File: src/rtl/vfd_pkg.sv
// Shared types, constants and helper functions for the video frame deframer.
// No dependencies; every other file in rtl imports this package.
package vfd_pkg;

    // Inserted block length and frame size field width
    localparam int STRIP_BLOCK_BYTES = 20;
    localparam int SIZE_BITS         = 20;

    // Skip counter holds the bytes left in a block after its 4-byte signature
    localparam int SKIP_W = $clog2(STRIP_BLOCK_BYTES - 3);
    localparam logic [SKIP_W-1:0] SKIP_LOAD = SKIP_W'(STRIP_BLOCK_BYTES - 4);

    // Queue between the strip front and the parser back
    localparam int QUEUE_DEPTH = 16;
    localparam int QPTR_W      = $clog2(QUEUE_DEPTH);
    localparam int QCNT_W      = $clog2(QUEUE_DEPTH + 1);

    // Configuration port
    localparam int MAX_W       = 20;
    localparam int MIN_W       = 8;
    localparam int CFG_DATA_W  = 20;
    localparam int CFG_INDEX_W = 1;
    localparam logic [CFG_INDEX_W-1:0] REG_MAX_FRAME = 1'b0;
    localparam logic [CFG_INDEX_W-1:0] REG_MIN_FRAME = 1'b1;
    localparam logic [MAX_W-1:0] MAX_RESET = MAX_W'(300 * 1024);
    localparam logic [MIN_W-1:0] MIN_RESET = MIN_W'(10);

    // Header layout
    localparam int LEN_W = 32;
    localparam logic [3:0] FC_LAST_IDX = 4'd15;
    localparam logic [3:0] FD_LAST_IDX = 4'd7;
    localparam logic [3:0] HDR_SYNC_BYTES = 4'd4;
    localparam logic [LEN_W:0] FC_HDR_BYTES = (LEN_W+1)'(16);
    localparam logic [LEN_W:0] FD_HDR_BYTES = (LEN_W+1)'(8);
    localparam logic [LEN_W:0] SIZE_LIMIT = (LEN_W+1)'((64'd1 << SIZE_BITS) - 64'd1);

    // Byte codes
    localparam logic [7:0] BYTE_00   = 8'h00;
    localparam logic [7:0] BYTE_01   = 8'h01;
    localparam logic [7:0] BYTE_FF   = 8'hFF;
    localparam logic [7:0] SYNC_FC   = 8'hFC;
    localparam logic [7:0] SYNC_FD   = 8'hFD;

    // Released bytes of one input word: held signature prefix plus optional byte
    typedef struct packed {
        logic [1:0] pre;
        logic       has_byte;
        logic [7:0] data;
    } vfd_entry_t;

    // Parser to output stage: one result and/or end of the current input's run
    typedef struct packed {
        logic       res_valid;
        logic       close;
        logic [7:0] data;
        logic       first;
        logic       last;
        logic       kind;
    } vfd_event_t;

    // Inserted block signature FF 01 00 00
    function automatic logic [7:0] strip_sig(input logic [1:0] idx);
        logic [7:0] b;
        unique case (idx) inside
            2'd0:       b = BYTE_FF;
            2'd1:       b = BYTE_01;
            2'd2, 2'd3: b = BYTE_00;
        endcase
        return b;
    endfunction

    // Header sync bytes 00 00 01 FC/FD
    function automatic logic [7:0] hdr_sync(input logic [1:0] idx, input logic kind);
        logic [7:0] b;
        unique case (idx) inside
            2'd0, 2'd1: b = BYTE_00;
            2'd2:       b = BYTE_01;
            2'd3:       b = kind ? SYNC_FD : SYNC_FC;
        endcase
        return b;
    endfunction

endpackage

File: src/rtl/video_frame_deframer.sv
// Video frame deframer top level: strip front, entry queue, parser back and
// output stage. Uses vfd_pkg, vfd_strip, vfd_fifo, vfd_parse and vfd_out.
// A payload byte passes the entry queue, the hold register and the output register.
// Throughput: one input byte per cycle; each released byte takes one parser step,
// and a completed header replays 8 or 16 bytes at one per cycle while the output
// is not stalled, so a header burst stalls input only once the 16-entry queue fills.
// Reset: rst_n clears all control state at once; the size registers return to
// 307200 and 10; header storage holds no reset value.
module video_frame_deframer import vfd_pkg::*;
(
    input  logic                   clk,
    input  logic                   rst_n,
    input  logic                   in_valid,
    output logic                   in_stall,
    input  logic [7:0]             data_byte,
    output logic                   out_valid,
    input  logic                   out_stall,
    output logic [7:0]             out_byte,
    output logic                   frame_first,
    output logic                   frame_last,
    output logic                   header_kind,
    output logic                   run_last,
    input  logic                   cfg_we,
    input  logic [CFG_INDEX_W-1:0] cfg_index,
    input  logic [CFG_DATA_W-1:0]  cfg_data
);

    logic       push;
    vfd_entry_t push_entry;
    vfd_entry_t head;
    logic       head_valid;
    logic       q_full;
    logic       pop;
    logic       step;
    vfd_event_t ev;

    vfd_strip u_strip (
        .clk       (clk),
        .rst_n     (rst_n),
        .in_valid  (in_valid),
        .in_stall  (in_stall),
        .data_byte (data_byte),
        .q_full    (q_full),
        .push      (push),
        .entry     (push_entry)
    );

    vfd_fifo u_fifo (
        .clk        (clk),
        .rst_n      (rst_n),
        .push       (push),
        .push_entry (push_entry),
        .pop        (pop),
        .head       (head),
        .head_valid (head_valid),
        .full       (q_full)
    );

    vfd_parse u_parse (
        .clk        (clk),
        .rst_n      (rst_n),
        .cfg_we     (cfg_we),
        .cfg_index  (cfg_index),
        .cfg_data   (cfg_data),
        .head       (head),
        .head_valid (head_valid),
        .step       (step),
        .pop        (pop),
        .ev         (ev)
    );

    vfd_out u_out (
        .clk         (clk),
        .rst_n       (rst_n),
        .ev          (ev),
        .step        (step),
        .out_valid   (out_valid),
        .out_stall   (out_stall),
        .out_byte    (out_byte),
        .frame_first (frame_first),
        .frame_last  (frame_last),
        .header_kind (header_kind),
        .run_last    (run_last)
    );

endmodule

File: src/rtl/vfd_strip.sv
// Front part: removes inserted blocks that begin FF 01 00 00 and packs the
// bytes released by each input word into one queue entry. Uses vfd_pkg.
module vfd_strip import vfd_pkg::*;
(
    input  logic       clk,
    input  logic       rst_n,
    input  logic       in_valid,
    output logic       in_stall,
    input  logic [7:0] data_byte,
    input  logic       q_full,
    output logic       push,
    output vfd_entry_t entry
);

    logic [1:0]        match_reg;
    logic [1:0]        match_next;
    logic [SKIP_W-1:0] skip_reg;
    logic [SKIP_W-1:0] skip_next;
    logic              accept;

    assign in_stall = q_full;
    assign accept   = in_valid && !q_full;

    // Classify the word: skip, extend the signature, or release held bytes
    always_comb
    begin
        match_next     = match_reg;
        skip_next      = skip_reg;
        entry.pre      = 2'd0;
        entry.has_byte = 1'b0;
        entry.data     = data_byte;
        if (skip_reg != '0)
        begin
            skip_next = skip_reg - SKIP_W'(1);
        end
        else if (data_byte == strip_sig(match_reg))
        begin
            if (match_reg == 2'd3)
            begin
                match_next = 2'd0;
                skip_next  = SKIP_LOAD;
            end
            else
            begin
                match_next = match_reg + 2'd1;
            end
        end
        else
        begin
            entry.pre  = match_reg;
            match_next = 2'd0;
            if (data_byte == BYTE_FF)
                match_next = 2'd1;
            else
                entry.has_byte = 1'b1;
        end
    end

    assign push = accept && ((entry.pre != 2'd0) || entry.has_byte);

    // Advance strip state on each accepted word
    always_ff @(posedge clk or negedge rst_n)
    begin
        if (!rst_n)
        begin
            match_reg <= 2'd0;
            skip_reg  <= '0;
        end
        else if (accept)
        begin
            match_reg <= match_next;
            skip_reg  <= skip_next;
        end
    end

endmodule

File: src/rtl/vfd_fifo.sv
// Short queue of released-byte entries between the strip front and the parser.
// Uses vfd_pkg for the entry type and depth.
module vfd_fifo import vfd_pkg::*;
(
    input  logic       clk,
    input  logic       rst_n,
    input  logic       push,
    input  vfd_entry_t push_entry,
    input  logic       pop,
    output vfd_entry_t head,
    output logic       head_valid,
    output logic       full
);

    vfd_entry_t        mem_reg [QUEUE_DEPTH];
    logic [QPTR_W-1:0] wr_ptr_reg;
    logic [QPTR_W-1:0] rd_ptr_reg;
    logic [QCNT_W-1:0] count_reg;
    logic [QCNT_W-1:0] count_next;

    assign head       = mem_reg[rd_ptr_reg];
    assign head_valid = (count_reg != '0);
    assign full       = (count_reg == QCNT_W'(QUEUE_DEPTH));

    always_comb
    begin
        count_next = count_reg;
        if (push && !pop)
            count_next = count_reg + QCNT_W'(1);
        else if (pop && !push)
            count_next = count_reg - QCNT_W'(1);
    end

    // Store entries
    always_ff @(posedge clk)
    begin
        if (push)
            mem_reg[wr_ptr_reg] <= push_entry;
    end

    // Move pointers and fill count
    always_ff @(posedge clk or negedge rst_n)
    begin
        if (!rst_n)
        begin
            wr_ptr_reg <= '0;
            rd_ptr_reg <= '0;
            count_reg  <= '0;
        end
        else
        begin
            if (push)
                wr_ptr_reg <= wr_ptr_reg + QPTR_W'(1);
            if (pop)
                rd_ptr_reg <= rd_ptr_reg + QPTR_W'(1);
            count_reg <= count_next;
        end
    end

endmodule

File: src/rtl/vfd_parse.sv
// Back part: hunts for frame headers, checks the size, replays the header and
// passes the payload, one byte per step. Holds the size registers. Uses vfd_pkg.
module vfd_parse import vfd_pkg::*;
(
    input  logic                   clk,
    input  logic                   rst_n,
    input  logic                   cfg_we,
    input  logic [CFG_INDEX_W-1:0] cfg_index,
    input  logic [CFG_DATA_W-1:0]  cfg_data,
    input  vfd_entry_t             head,
    input  logic                   head_valid,
    input  logic                   step,
    output logic                   pop,
    output vfd_event_t             ev
);

    typedef enum logic [1:0] {MODE_HUNT, MODE_HEADER, MODE_PAYLOAD, MODE_EMIT} mode_t;

    mode_t                mode_reg;
    mode_t                mode_next;
    logic [1:0]           hunt_reg;
    logic [1:0]           hunt_next;
    logic [3:0]           count_reg;
    logic [3:0]           count_next;
    logic                 type_reg;
    logic                 type_next;
    logic [LEN_W-1:0]     len_reg;
    logic [LEN_W-1:0]     len_next;
    logic [SIZE_BITS-1:0] left_reg;
    logic [SIZE_BITS-1:0] left_next;
    logic [1:0]           sub_reg;
    logic [1:0]           sub_next;
    logic [3:0]           emit_idx_reg;
    logic [3:0]           emit_idx_next;
    logic                 zero_pay_reg;
    logic                 zero_pay_next;
    logic [MAX_W-1:0]     max_reg;
    logic [MIN_W-1:0]     min_reg;
    logic [7:0]           store_reg [16];

    logic                 store_we;
    logic                 advance;
    logic [7:0]           cur;
    logic [2:0]           last_sub;
    logic                 sub_last;
    logic [3:0]           need_last;
    logic [LEN_W-1:0]     len_shift;
    logic [LEN_W:0]       total;
    logic                 bad_size;

    // Current sub-byte of the head entry
    assign cur       = (sub_reg < head.pre) ? strip_sig(sub_reg) : head.data;
    assign last_sub  = {1'b0, head.pre} + {2'b00, head.has_byte} - 3'd1;
    assign sub_last  = ({1'b0, sub_reg} == last_sub);
    assign need_last = type_reg ? FD_LAST_IDX : FC_LAST_IDX;

    // Length field shifts in from the top; the last four header bytes remain
    assign len_shift = {cur, len_reg[LEN_W-1:8]};
    assign total     = {1'b0, len_shift} + (type_reg ? FD_HDR_BYTES : FC_HDR_BYTES);
    assign bad_size  = (total <= (LEN_W+1)'(min_reg)) || (total > (LEN_W+1)'(max_reg))
                    || (total > SIZE_LIMIT);

    always_comb
    begin
        mode_next     = mode_reg;
        hunt_next     = hunt_reg;
        count_next    = count_reg;
        type_next     = type_reg;
        len_next      = len_reg;
        left_next     = left_reg;
        sub_next      = sub_reg;
        emit_idx_next = emit_idx_reg;
        zero_pay_next = zero_pay_reg;
        store_we      = 1'b0;
        advance       = 1'b0;
        pop           = 1'b0;
        ev            = '0;
        ev.kind       = type_reg;
        ev.data       = cur;
        if (step)
        begin
            unique case (mode_reg)
                MODE_EMIT:
                begin
                    // Replay the stored header, sync bytes from constants
                    ev.res_valid = 1'b1;
                    ev.data      = (emit_idx_reg < HDR_SYNC_BYTES)
                                 ? hdr_sync(emit_idx_reg[1:0], type_reg)
                                 : store_reg[emit_idx_reg];
                    ev.first     = (emit_idx_reg == 4'd0);
                    ev.last      = (emit_idx_reg == need_last) && zero_pay_reg;
                    if (emit_idx_reg == need_last)
                    begin
                        ev.close  = sub_last;
                        advance   = 1'b1;
                        mode_next = zero_pay_reg ? MODE_HUNT : MODE_PAYLOAD;
                    end
                    else
                    begin
                        emit_idx_next = emit_idx_reg + 4'd1;
                    end
                end
                MODE_PAYLOAD:
                begin
                    if (head_valid)
                    begin
                        ev.res_valid = 1'b1;
                        ev.last      = (left_reg <= SIZE_BITS'(1));
                        ev.close     = sub_last;
                        advance      = 1'b1;
                        if (left_reg <= SIZE_BITS'(1))
                        begin
                            left_next = '0;
                            hunt_next = 2'd0;
                            mode_next = MODE_HUNT;
                        end
                        else
                        begin
                            left_next = left_reg - SIZE_BITS'(1);
                        end
                    end
                end
                MODE_HEADER:
                begin
                    if (head_valid)
                    begin
                        store_we   = 1'b1;
                        len_next   = len_shift;
                        count_next = count_reg + 4'd1;
                        if (count_reg == need_last)
                        begin
                            hunt_next = 2'd0;
                            if (bad_size)
                            begin
                                // Drop the header and resume hunting
                                mode_next = MODE_HUNT;
                                advance   = 1'b1;
                                ev.close  = sub_last;
                            end
                            else
                            begin
                                mode_next     = MODE_EMIT;
                                emit_idx_next = 4'd0;
                                zero_pay_next = (len_shift == '0);
                                left_next     = len_shift[SIZE_BITS-1:0];
                            end
                        end
                        else
                        begin
                            advance  = 1'b1;
                            ev.close = sub_last;
                        end
                    end
                end
                MODE_HUNT:
                begin
                    if (head_valid)
                    begin
                        advance  = 1'b1;
                        ev.close = sub_last;
                        unique case (hunt_reg)
                            2'd0: hunt_next = (cur == BYTE_00) ? 2'd1 : 2'd0;
                            2'd1: hunt_next = (cur == BYTE_00) ? 2'd2 : 2'd0;
                            2'd2: hunt_next = (cur == BYTE_00) ? 2'd2
                                            : (cur == BYTE_01) ? 2'd3 : 2'd0;
                            2'd3:
                            begin
                                if (cur == SYNC_FC || cur == SYNC_FD)
                                begin
                                    type_next  = (cur == SYNC_FD);
                                    count_next = HDR_SYNC_BYTES;
                                    hunt_next  = 2'd0;
                                    mode_next  = MODE_HEADER;
                                end
                                else
                                begin
                                    hunt_next = (cur == BYTE_00) ? 2'd1 : 2'd0;
                                end
                            end
                        endcase
                    end
                end
            endcase
            // Step to the next sub-byte, release the entry after its last one
            if (advance)
            begin
                if (sub_last)
                begin
                    pop      = 1'b1;
                    sub_next = 2'd0;
                end
                else
                begin
                    sub_next = sub_reg + 2'd1;
                end
            end
        end
    end

    // Store header bytes past the sync word
    always_ff @(posedge clk)
    begin
        if (store_we)
            store_reg[count_reg] <= cur;
    end

    // Hold parser state and size registers
    always_ff @(posedge clk or negedge rst_n)
    begin
        if (!rst_n)
        begin
            mode_reg     <= MODE_HUNT;
            hunt_reg     <= 2'd0;
            count_reg    <= 4'd0;
            type_reg     <= 1'b0;
            len_reg      <= '0;
            left_reg     <= '0;
            sub_reg      <= 2'd0;
            emit_idx_reg <= 4'd0;
            zero_pay_reg <= 1'b0;
            max_reg      <= MAX_RESET;
            min_reg      <= MIN_RESET;
        end
        else
        begin
            mode_reg     <= mode_next;
            hunt_reg     <= hunt_next;
            count_reg    <= count_next;
            type_reg     <= type_next;
            len_reg      <= len_next;
            left_reg     <= left_next;
            sub_reg      <= sub_next;
            emit_idx_reg <= emit_idx_next;
            zero_pay_reg <= zero_pay_next;
            if (cfg_we)
            begin
                unique case (cfg_index)
                    REG_MAX_FRAME: max_reg <= cfg_data[MAX_W-1:0];
                    REG_MIN_FRAME: min_reg <= cfg_data[MIN_W-1:0];
                endcase
            end
        end
    end

endmodule

File: src/rtl/vfd_out.sv
// Output stage: holds the newest result until its run is known to go on or end,
// then marks run_last and drives the output register. Uses vfd_pkg.
module vfd_out import vfd_pkg::*;
(
    input  logic       clk,
    input  logic       rst_n,
    input  vfd_event_t ev,
    output logic       step,
    output logic       out_valid,
    input  logic       out_stall,
    output logic [7:0] out_byte,
    output logic       frame_first,
    output logic       frame_last,
    output logic       header_kind,
    output logic       run_last
);

    logic       hold_valid_reg;
    logic       hold_closed_reg;
    logic [7:0] hold_byte_reg;
    logic       hold_first_reg;
    logic       hold_last_reg;
    logic       hold_kind_reg;
    logic       out_valid_reg;
    logic [7:0] out_byte_reg;
    logic       out_first_reg;
    logic       out_last_reg;
    logic       out_kind_reg;
    logic       out_run_last_reg;

    logic       out_free;
    logic       close_hold;
    logic       move_hold;

    assign out_free   = !out_valid_reg || !out_stall;
    assign step       = !hold_valid_reg || out_free;
    assign close_hold = ev.close && !ev.res_valid && hold_valid_reg && !hold_closed_reg;
    assign move_hold  = hold_valid_reg && out_free
                     && (hold_closed_reg || ev.res_valid || close_hold);

    assign out_valid   = out_valid_reg;
    assign out_byte    = out_byte_reg;
    assign frame_first = out_first_reg;
    assign frame_last  = out_last_reg;
    assign header_kind = out_kind_reg;
    assign run_last    = out_run_last_reg;

    // Hold the newest result; advance the held one to the output register
    always_ff @(posedge clk or negedge rst_n)
    begin
        if (!rst_n)
        begin
            hold_valid_reg  <= 1'b0;
            hold_closed_reg <= 1'b0;
            out_valid_reg   <= 1'b0;
        end
        else
        begin
            if (ev.res_valid)
            begin
                hold_valid_reg  <= 1'b1;
                hold_closed_reg <= ev.close;
            end
            else if (move_hold)
            begin
                hold_valid_reg  <= 1'b0;
                hold_closed_reg <= 1'b0;
            end
            else if (close_hold)
            begin
                hold_closed_reg <= 1'b1;
            end

            if (move_hold)
                out_valid_reg <= 1'b1;
            else if (out_free)
                out_valid_reg <= 1'b0;
        end
    end

    // Payload registers
    always_ff @(posedge clk)
    begin
        if (ev.res_valid)
        begin
            hold_byte_reg  <= ev.data;
            hold_first_reg <= ev.first;
            hold_last_reg  <= ev.last;
            hold_kind_reg  <= ev.kind;
        end
        if (move_hold)
        begin
            out_byte_reg     <= hold_byte_reg;
            out_first_reg    <= hold_first_reg;
            out_last_reg     <= hold_last_reg;
            out_kind_reg     <= hold_kind_reg;
            out_run_last_reg <= hold_closed_reg || close_hold;
        end
    end

endmodule

File: config.mk
export PLATFORM = sky130hd
export DESIGN_NAME = video_frame_deframer
export DESIGN_NICKNAME = d
export VERILOG_FILES = /design/src/rtl/vfd_pkg.sv /design/src/rtl/video_frame_deframer.sv /design/src/rtl/vfd_strip.sv /design/src/rtl/vfd_fifo.sv /design/src/rtl/vfd_parse.sv /design/src/rtl/vfd_out.sv
export SDC_FILE = /design/constraint.sdc
export NUM_CORES = 1
export LEC_CHECK = 0
export ABC_CLOCK_PERIOD_IN_PS = 15400
export CORE_MARGIN = 2
export CORE_UTILIZATION = 60
export DETAILED_ROUTE_END_ITERATION = 8
export DONT_BUFFER_PORTS = 1
export MAX_ROUTING_LAYER = met4
export PLACE_DENSITY = 0.76
export SLEW_MARGIN = 20
export SYNTH_ARGS = -nofsm -noshare
export SYNTH_HDL_FRONTEND = slang
export SYNTH_SLANG_ARGS = --single-unit
File: constraint.sdc
create_clock -name clk -period 15.4 [get_ports clk]
set_input_delay 0.77 -clock clk [delete_from_list [all_inputs] [get_ports clk]]
set_output_delay 0.77 -clock clk [all_outputs]
set_load 0.01 [all_outputs]
# [After elaboration in Yosys (flattened, before gate mapping)]
# Memories as Yosys holds them, arrays and structs flattened.
# Index checks and enable logic that the tools add are counted.
[op_classes] add_sub_neg=13 mul=0 n_div=0 n_lt_le_gt_ge=6 eq_ne=34 shift=0 mux=93 bitwise_logic=3 n_reduce_logical=66
[ops] cell="$mux 20" count=5
[ops] cell="$pmux 8 s3" count=3
[ops] cell="$mux 2" count=21
[ops] cell="$pmux 20 s2" count=1
[ops] cell="$mux 4" count=9
[ops] cell="$add 32x33->33" count=1
[ops] cell="$gt 33x20->1" count=1
[ops] cell="$gt 33x20->1 const B" count=1
[ops] cell="$le 33x8->1" count=1
[ops] cell="$logic_not 32->1" count=1
[ops] cell="$mux 1" count=32
[ops] cell="$mux 5" count=6
[ops] cell="$eq 8x8->1 const B" count=3
[ops] cell="$mux 8" count=3
[ops] cell="$eq 2x2->1 const B" count=10
[ops] cell="$le 20x1->1 const B" count=1
[ops] cell="$sub 20x1->20 const B" count=1
[ops] cell="$reduce_and 6->1" count=3
[ops] cell="$reduce_bool 2->1" count=9
[ops] cell="$add 4x1->4 const B" count=4
[ops] cell="$pmux 2 s4" count=2
[ops] cell="$pmux 4 s2" count=2
[ops] cell="$mux 12" count=1
[ops] cell="$eq 2x1->1 const B" count=5
[ops] cell="other kinds (35)" count=89
[word_totals] register_bits=142 latch_bits=0 mem_bits_rw=304 mem_bits_ro=0 mem_count=2
[memory_table] name="u_fifo.mem_reg" depth=16 width=11 rd=1 rd_clocked_by_memory_dff=0 wr=1 line="vfd_fifo.sv:15" rtl="vfd_entry_t mem_reg [QUEUE_DEPTH];"
[memory_table] name="u_parse.store_reg" depth=16 width=8 rd=1 rd_clocked_by_memory_dff=0 wr=1 line="vfd_parse.sv:39" rtl="logic [7:0] store_reg [16];"

# [Logic depth before layout (Yosys ltp)]
[depth] word_depth=21 depth_mapped=27 depth_no_buf=24

# [Cells and area by module]
# From an unflattened synthesis, not the netlist that was laid out.
[unflattened] hier_cells=1406 area_unflattened_um2=19003.2
[by_module_without_submodules] mod="vfd_parse" n_inst=1 cells_each=936 area_per_inst_um2=9992.1 seq_area_each_um2=5092.4
[by_module_without_submodules] mod="vfd_fifo" n_inst=1 cells_each=359 area_per_inst_um2=7561.0 seq_area_each_um2=5610.4
[by_module_without_submodules] mod="vfd_out" n_inst=1 cells_each=38 area_per_inst_um2=844.6 seq_area_each_um2=765.7
[by_module_without_submodules] mod="vfd_strip" n_inst=1 cells_each=73 area_per_inst_um2=605.6 seq_area_each_um2=175.2

# [Worst setup path after synthesis]
# OpenSTA, ideal clock, no wires.
[synth_timing] kind="reg2reg" from="register u_fifo.rd_ptr_reg[0]" to="register u_fifo.count_reg[4]" setup_time_ns=0.125 arrival_time_ns=5.402 required_ns=15.275 setup_slack_ns=9.873 stages_incl_launch_ff=24 period_less_slack_ns=5.527 cell_sequence="dfrtp_1 -> buf_6 -> buf_8 -> buf_6 -> buf_1 -> mux4_2 -> a221oi_1 -> ha_1 -> nor2_1 -> a31oi_1 -> a21oi_1 -> nor4_1 -> o221ai_1 -> nor4_4 -> nand4_1 -> nand2_2 -> ha_1 -> inv_1 -> fa_1 -> a21o_1 -> a21oi_1 -> xnor2_1 -> nor2_1 -> xor2_1"
[synth_between] elab_chain_cells=17
[synth_lines] element="from (decl)" line="vfd_fifo.sv:17" rtl="logic [QPTR_W-1:0] rd_ptr_reg;"
[synth_lines] element="from (signal assigned)" line="vfd_fifo.sv:55" rtl="rd_ptr_reg <= rd_ptr_reg + QPTR_W'(1);"
[synth_lines] element="$mem_v2 16x11 *"
[synth_lines] element="$lt 2x2->1" line="vfd_parse.sv:52" rtl="assign cur = (sub_reg < head.pre) ? strip_sig(sub_reg) : head.data;"
[synth_lines] element="$mux 8" line="vfd_parse.sv:52"
[synth_lines] element="$add 32x33->33" line="vfd_parse.sv:59" rtl="assign total = {1'b0, len_shift} + (type_reg ? FD_HDR_BYTES : FC_HDR_BYTES);"
[synth_lines] element="$le 33x8->1 or $gt 33x20->1 (tied branches)" line="vfd_parse.sv:60" rtl="assign bad_size = (total <= (LEN_W+1)'(min_reg)) || (total > (LEN_W+1)'(max_reg))"
[synth_lines] element="$logic_or 1x1->1" line="vfd_parse.sv:60"
[synth_lines] element="$logic_or 1x1->1" line="vfd_parse.sv:61" rtl="|| (total > SIZE_LIMIT);"
[synth_lines] element="$mux 1" line="vfd_parse.sv:133" rtl="if (bad_size)"
[synth_lines] element="$mux 1" line="vfd_parse.sv:130" rtl="if (count_reg == need_last)"
[synth_lines] element="$mux 1" line="vfd_parse.sv:125" rtl="if (head_valid)"
[synth_lines] element="$pmux 1 s3" line="vfd_parse.sv:82" rtl="unique case (mode_reg)"
[synth_lines] element="$mux 1" line="vfd_parse.sv:80" rtl="if (step)"
[synth_lines] element="$mux 1 *" line="vfd_parse.sv:185" rtl="if (advance)"
[synth_lines] element="$mux 1 *" line="vfd_parse.sv:80"
[synth_lines] element="$logic_not 1->1" line="vfd_fifo.sv:28" rtl="if (push && !pop)"
[synth_lines] element="$logic_and 1x1->1" line="vfd_fifo.sv:28"
[synth_lines] element="$mux 5 or $reduce_bool 2->1 (tied branches)"
[synth_lines] element="to (signal assigned)" line="vfd_fifo.sv:56" rtl="count_reg <= count_next;"
[synth_lines] element="to (decl)" line="vfd_fifo.sv:18" rtl="logic [QCNT_W-1:0] count_reg;"
# Mark *: on every way between the ends. The rest lies on a longest branch, timed or not. The select of a mux whose other input is x is not followed.
# A chain may end at the register's enable or synchronous reset.

# [Worst setup path in the final report]
[layout_timing] from="register u_fifo.rd_ptr_reg[1]" to="register u_fifo.count_reg[4]"
# The elaborated chain is that of the path after synthesis.

==> metrics.yaml <==
outcome:
  status: "complete, no violations"
timing:
  skew_ps: 29.7
  finalHoldViolCount: 0
  finalSetupViolCount: 0
  min_period_ps: 6470
  fin_crit_sh_pct: 42.0
  finalWorstSetupSlack_ps: 8930
  rsz0062_at_grt: "false"
  worst_pin_slew_ps: 1180
  max_freq_ghz: 0.155
  maxSlewHeadroom_pct: 21.0
  setup_tns_ps: 0
  slew_violations: 0
logic_synthesis:
  yosysMostFrequentCell: "edfxtp_1"
  synth_top_family_by_area: "simple AND/OR/NAND/NOR gates"
  synth_nets: 1539
  yosysTopAreaCell: "edfxtp_1"
  synth_area_per_cell_um2: 13.1
  ys_top_cells_by_area: "edfxtp_1, dfrtp_1, mux4_2"
  synth_cells: 1446
  synth_mux_area_share_pct: 9.73
  ys_types: 75
  synth-compound-area-share_pct: 8.32
  ys_seq_elements: 406
  synth_xor_xnor_area_share_pct: 1.76
  synth-main-ff-cell: "edfxtp_1"
  yosys.area_share.simple_pct: 11.6
  synth_commonest_cells: "edfxtp_1, nand2_1, dfrtp_1"
  synth_fa_ha_area_share_pct: 3.98
  synth_top_area_share_pct: 46.8
  synth-edff-count: 295
  ys_warn_count: 0
  async_flop_share_pct: 27.3
  synth_seq_area_share_pct: 61.6
  syn-cell-area_mm2: 0.0189
clock_network:
  cts_resized: 0
  root_buffer: "clkbuf_16"
  clock-sinks: 406
  clkSlewWorstSetupHoldPaths_ps: 60
  cts_hold_buf: 1
  postCtsSetupRepairBufs: 0
  cts_tree: "yes"
  clock_latency_ps: 550
  max-clock-path-buffers: 3
  cts-htree-levels: 2
  cts_buffers: 41
drt:
  drc_errors: 0
  firstDrtPassIters: 6
  drt_iter0_markers: 1082
  wl_mm: 41.4
  vias: 12079
  routedWlPerCell_um: 22.1
  antenna_left: 0
  viasPerCell: 6.44
floorplanning:
  core_mm2: 0.0313
  rows: 65
  dieWidth_um: 182
  pin_count: 48
  die_h_um: 182
  initial_core_util_pct: 60.4
  dieArea_mm2: 0.0330
critical_path:
  arrival_ps: 6880
  cp-start-kind: "register"
  timing.rr.start: "u_fifo.rd_ptr_reg[1]"
  setup.worst_path.end_class: "register"
  cp_common_cell: "ha_1"
  timing_worst_setup_path_type: "register to register"
  reg2regPathDepth: 23
  crit_slowest_cell: "dfrtp_1"
  cp_max_fo: 27
  r2r_end: "u_fifo.count_reg[4]"
  max_stage_delay_ps: 1050
  r2r_setup_slack_ps: 8930
  worstPathCellList: "and2_1, nand2_1, nand2_1, a21oi_1, o21a_1, a221oi_1, ha_1, nor2_1, a31oi_1, and2_1, o21ai_1, a2111oi_1, nor4_4, nand4_1, nand2_2, ha_1, inv_1, ha_1, a21o_1, a21oi_1, xnor2_1, nor2_1, xor2_1"
  crit_required_ps: 15810
placement:
  placed_area_mm2: 0.0193
  dp_hpwl_mm: 26.9
  place.gp.congestion: 0.889
  portBuffers: 0
  preCtsSetupSlack_ps: 9020
job:
  cap_violations: 0
finish:
  largest_reg_flops: 176
  final_net_count: 1534
  fillers: 2220
  area_growth_syn_to_layout_pct: 9.33
  drive_gt1_share_pct: 12.6
  n_antenna_cell: 0
  final_area_mm2: 0.0207
power_and_ir_drop:
  finalPower_mw: 4.03
  ir_worst_vdd_mv: 0.135
  powerDensity_mw_per_mm2: 195
  p_leak_nw: 7.57
global_route:
  grt_max_degree: 106
  antenna_found_initial: 0
  grt_pass1_vias: 11926
  grt.total_usage_pct: 26.2
  gr-total-overflow: 0
  grt_pass1_wl_mm: 65.5
hold_path:
  hp-class: "input port to asynchronous set/reset pin"
## power by group
group          internal, mW  leakage, nW  total, mW  switching (mW)
registers              1.42         3.97       1.62           0.206
clock network         0.598        0.665       1.01           0.408
logic                 0.560         2.94       1.40           0.841
## worst max-delay path, delay by kind of cell, from the launching register on
| kind | cells | cell delay (ps) |
|---|---|---|
| compound gates | 8 | 2400 |
| fa+ha+maj | 3 | 830 |
| simple gates | 9 | 1610 |
| buf+inv | 1 | 140 |
| xor+xnor | 2 | 280 |
| flops | 1 | 1050 |
## metal layers
layer | up-vias | part of all wire (%) | global-route usage (%)
met5 | - | 0 | -
met4 | 0 | 2.5 | 7.90
met3 | 80 | 7.0 | 4.09
met2 | 543 | 49 | 42.0
met1 | 5993 | 42 | 35.3
li1 | 5463 | - | -
## stage by stage
stage	hold slack (ps)	std cells	utilization [%]
after floorplan	400	1446	-
after global placement	402	1799	61.5
after detailed placement	405	1799	61.5
after CTS	56.0	1876	66.0
after global routing	49.0	1876	66.0
final	73.0	1876	66.0
## cell usage in the layout (no fill, tap or decap), types with 25 or more instances in the layout
master,instances
a21oi_1,63
clkbuf_16,42
dfrtp_1,104
edfxtp_1,295
ha_1,57
inv_1,64
mux4_2,62
nand2_1,171
nand3_1,51
nand4_1,25
nor2_1,64
nor3_1,33
o21ai_0,65
xnor2_1,27
## logic make-up (layout without fill, tap and decap cells)
family | count (synthesis) | in the layout
multiplexers | 104 | 104
XOR/XNOR | 38 | 38
buffers and inverters | 138 | 166
AO/OA/AOI/OAI | 247 | 247
AND/OR/NAND/NOR | 454 | 454
adder cells (fa/ha/maj) | 59 | 59
flip-flops | 406 | 406
## final cells by class
type                    instances  area, um2  share of cell area (%)
clock buffers                  55       1120                    5.42
well taps                     402        503                    2.43
repair buffers                 24        200                   0.968
multi-input cells             902       6710                    32.4
clock inverters                21        249                    1.20
flip-flops and latches        406      11600                    56.3
inverters                      66        248                    1.20
## worst max path at each step
| stage | startpoint | endpoint | slack (ps) |
|---|---|---|---|
| after floorplan | u_fifo.rd_ptr_reg[0] | u_fifo.count_reg[4] | 9870 |
| after global placement | u_fifo.rd_ptr_reg[0] | u_fifo.count_reg[4] | 9220 |
| after detailed placement | u_fifo.rd_ptr_reg[0] | u_fifo.count_reg[4] | 9020 |
| after CTS | u_fifo.rd_ptr_reg[0] | u_fifo.count_reg[4] | 8980 |
| after global routing | u_fifo.rd_ptr_reg[1] | u_fifo.count_reg[4] | 8460 |
| final | u_fifo.rd_ptr_reg[1] | u_fifo.count_reg[4] | 8930 |
Power figures use the tool's default switching activity.
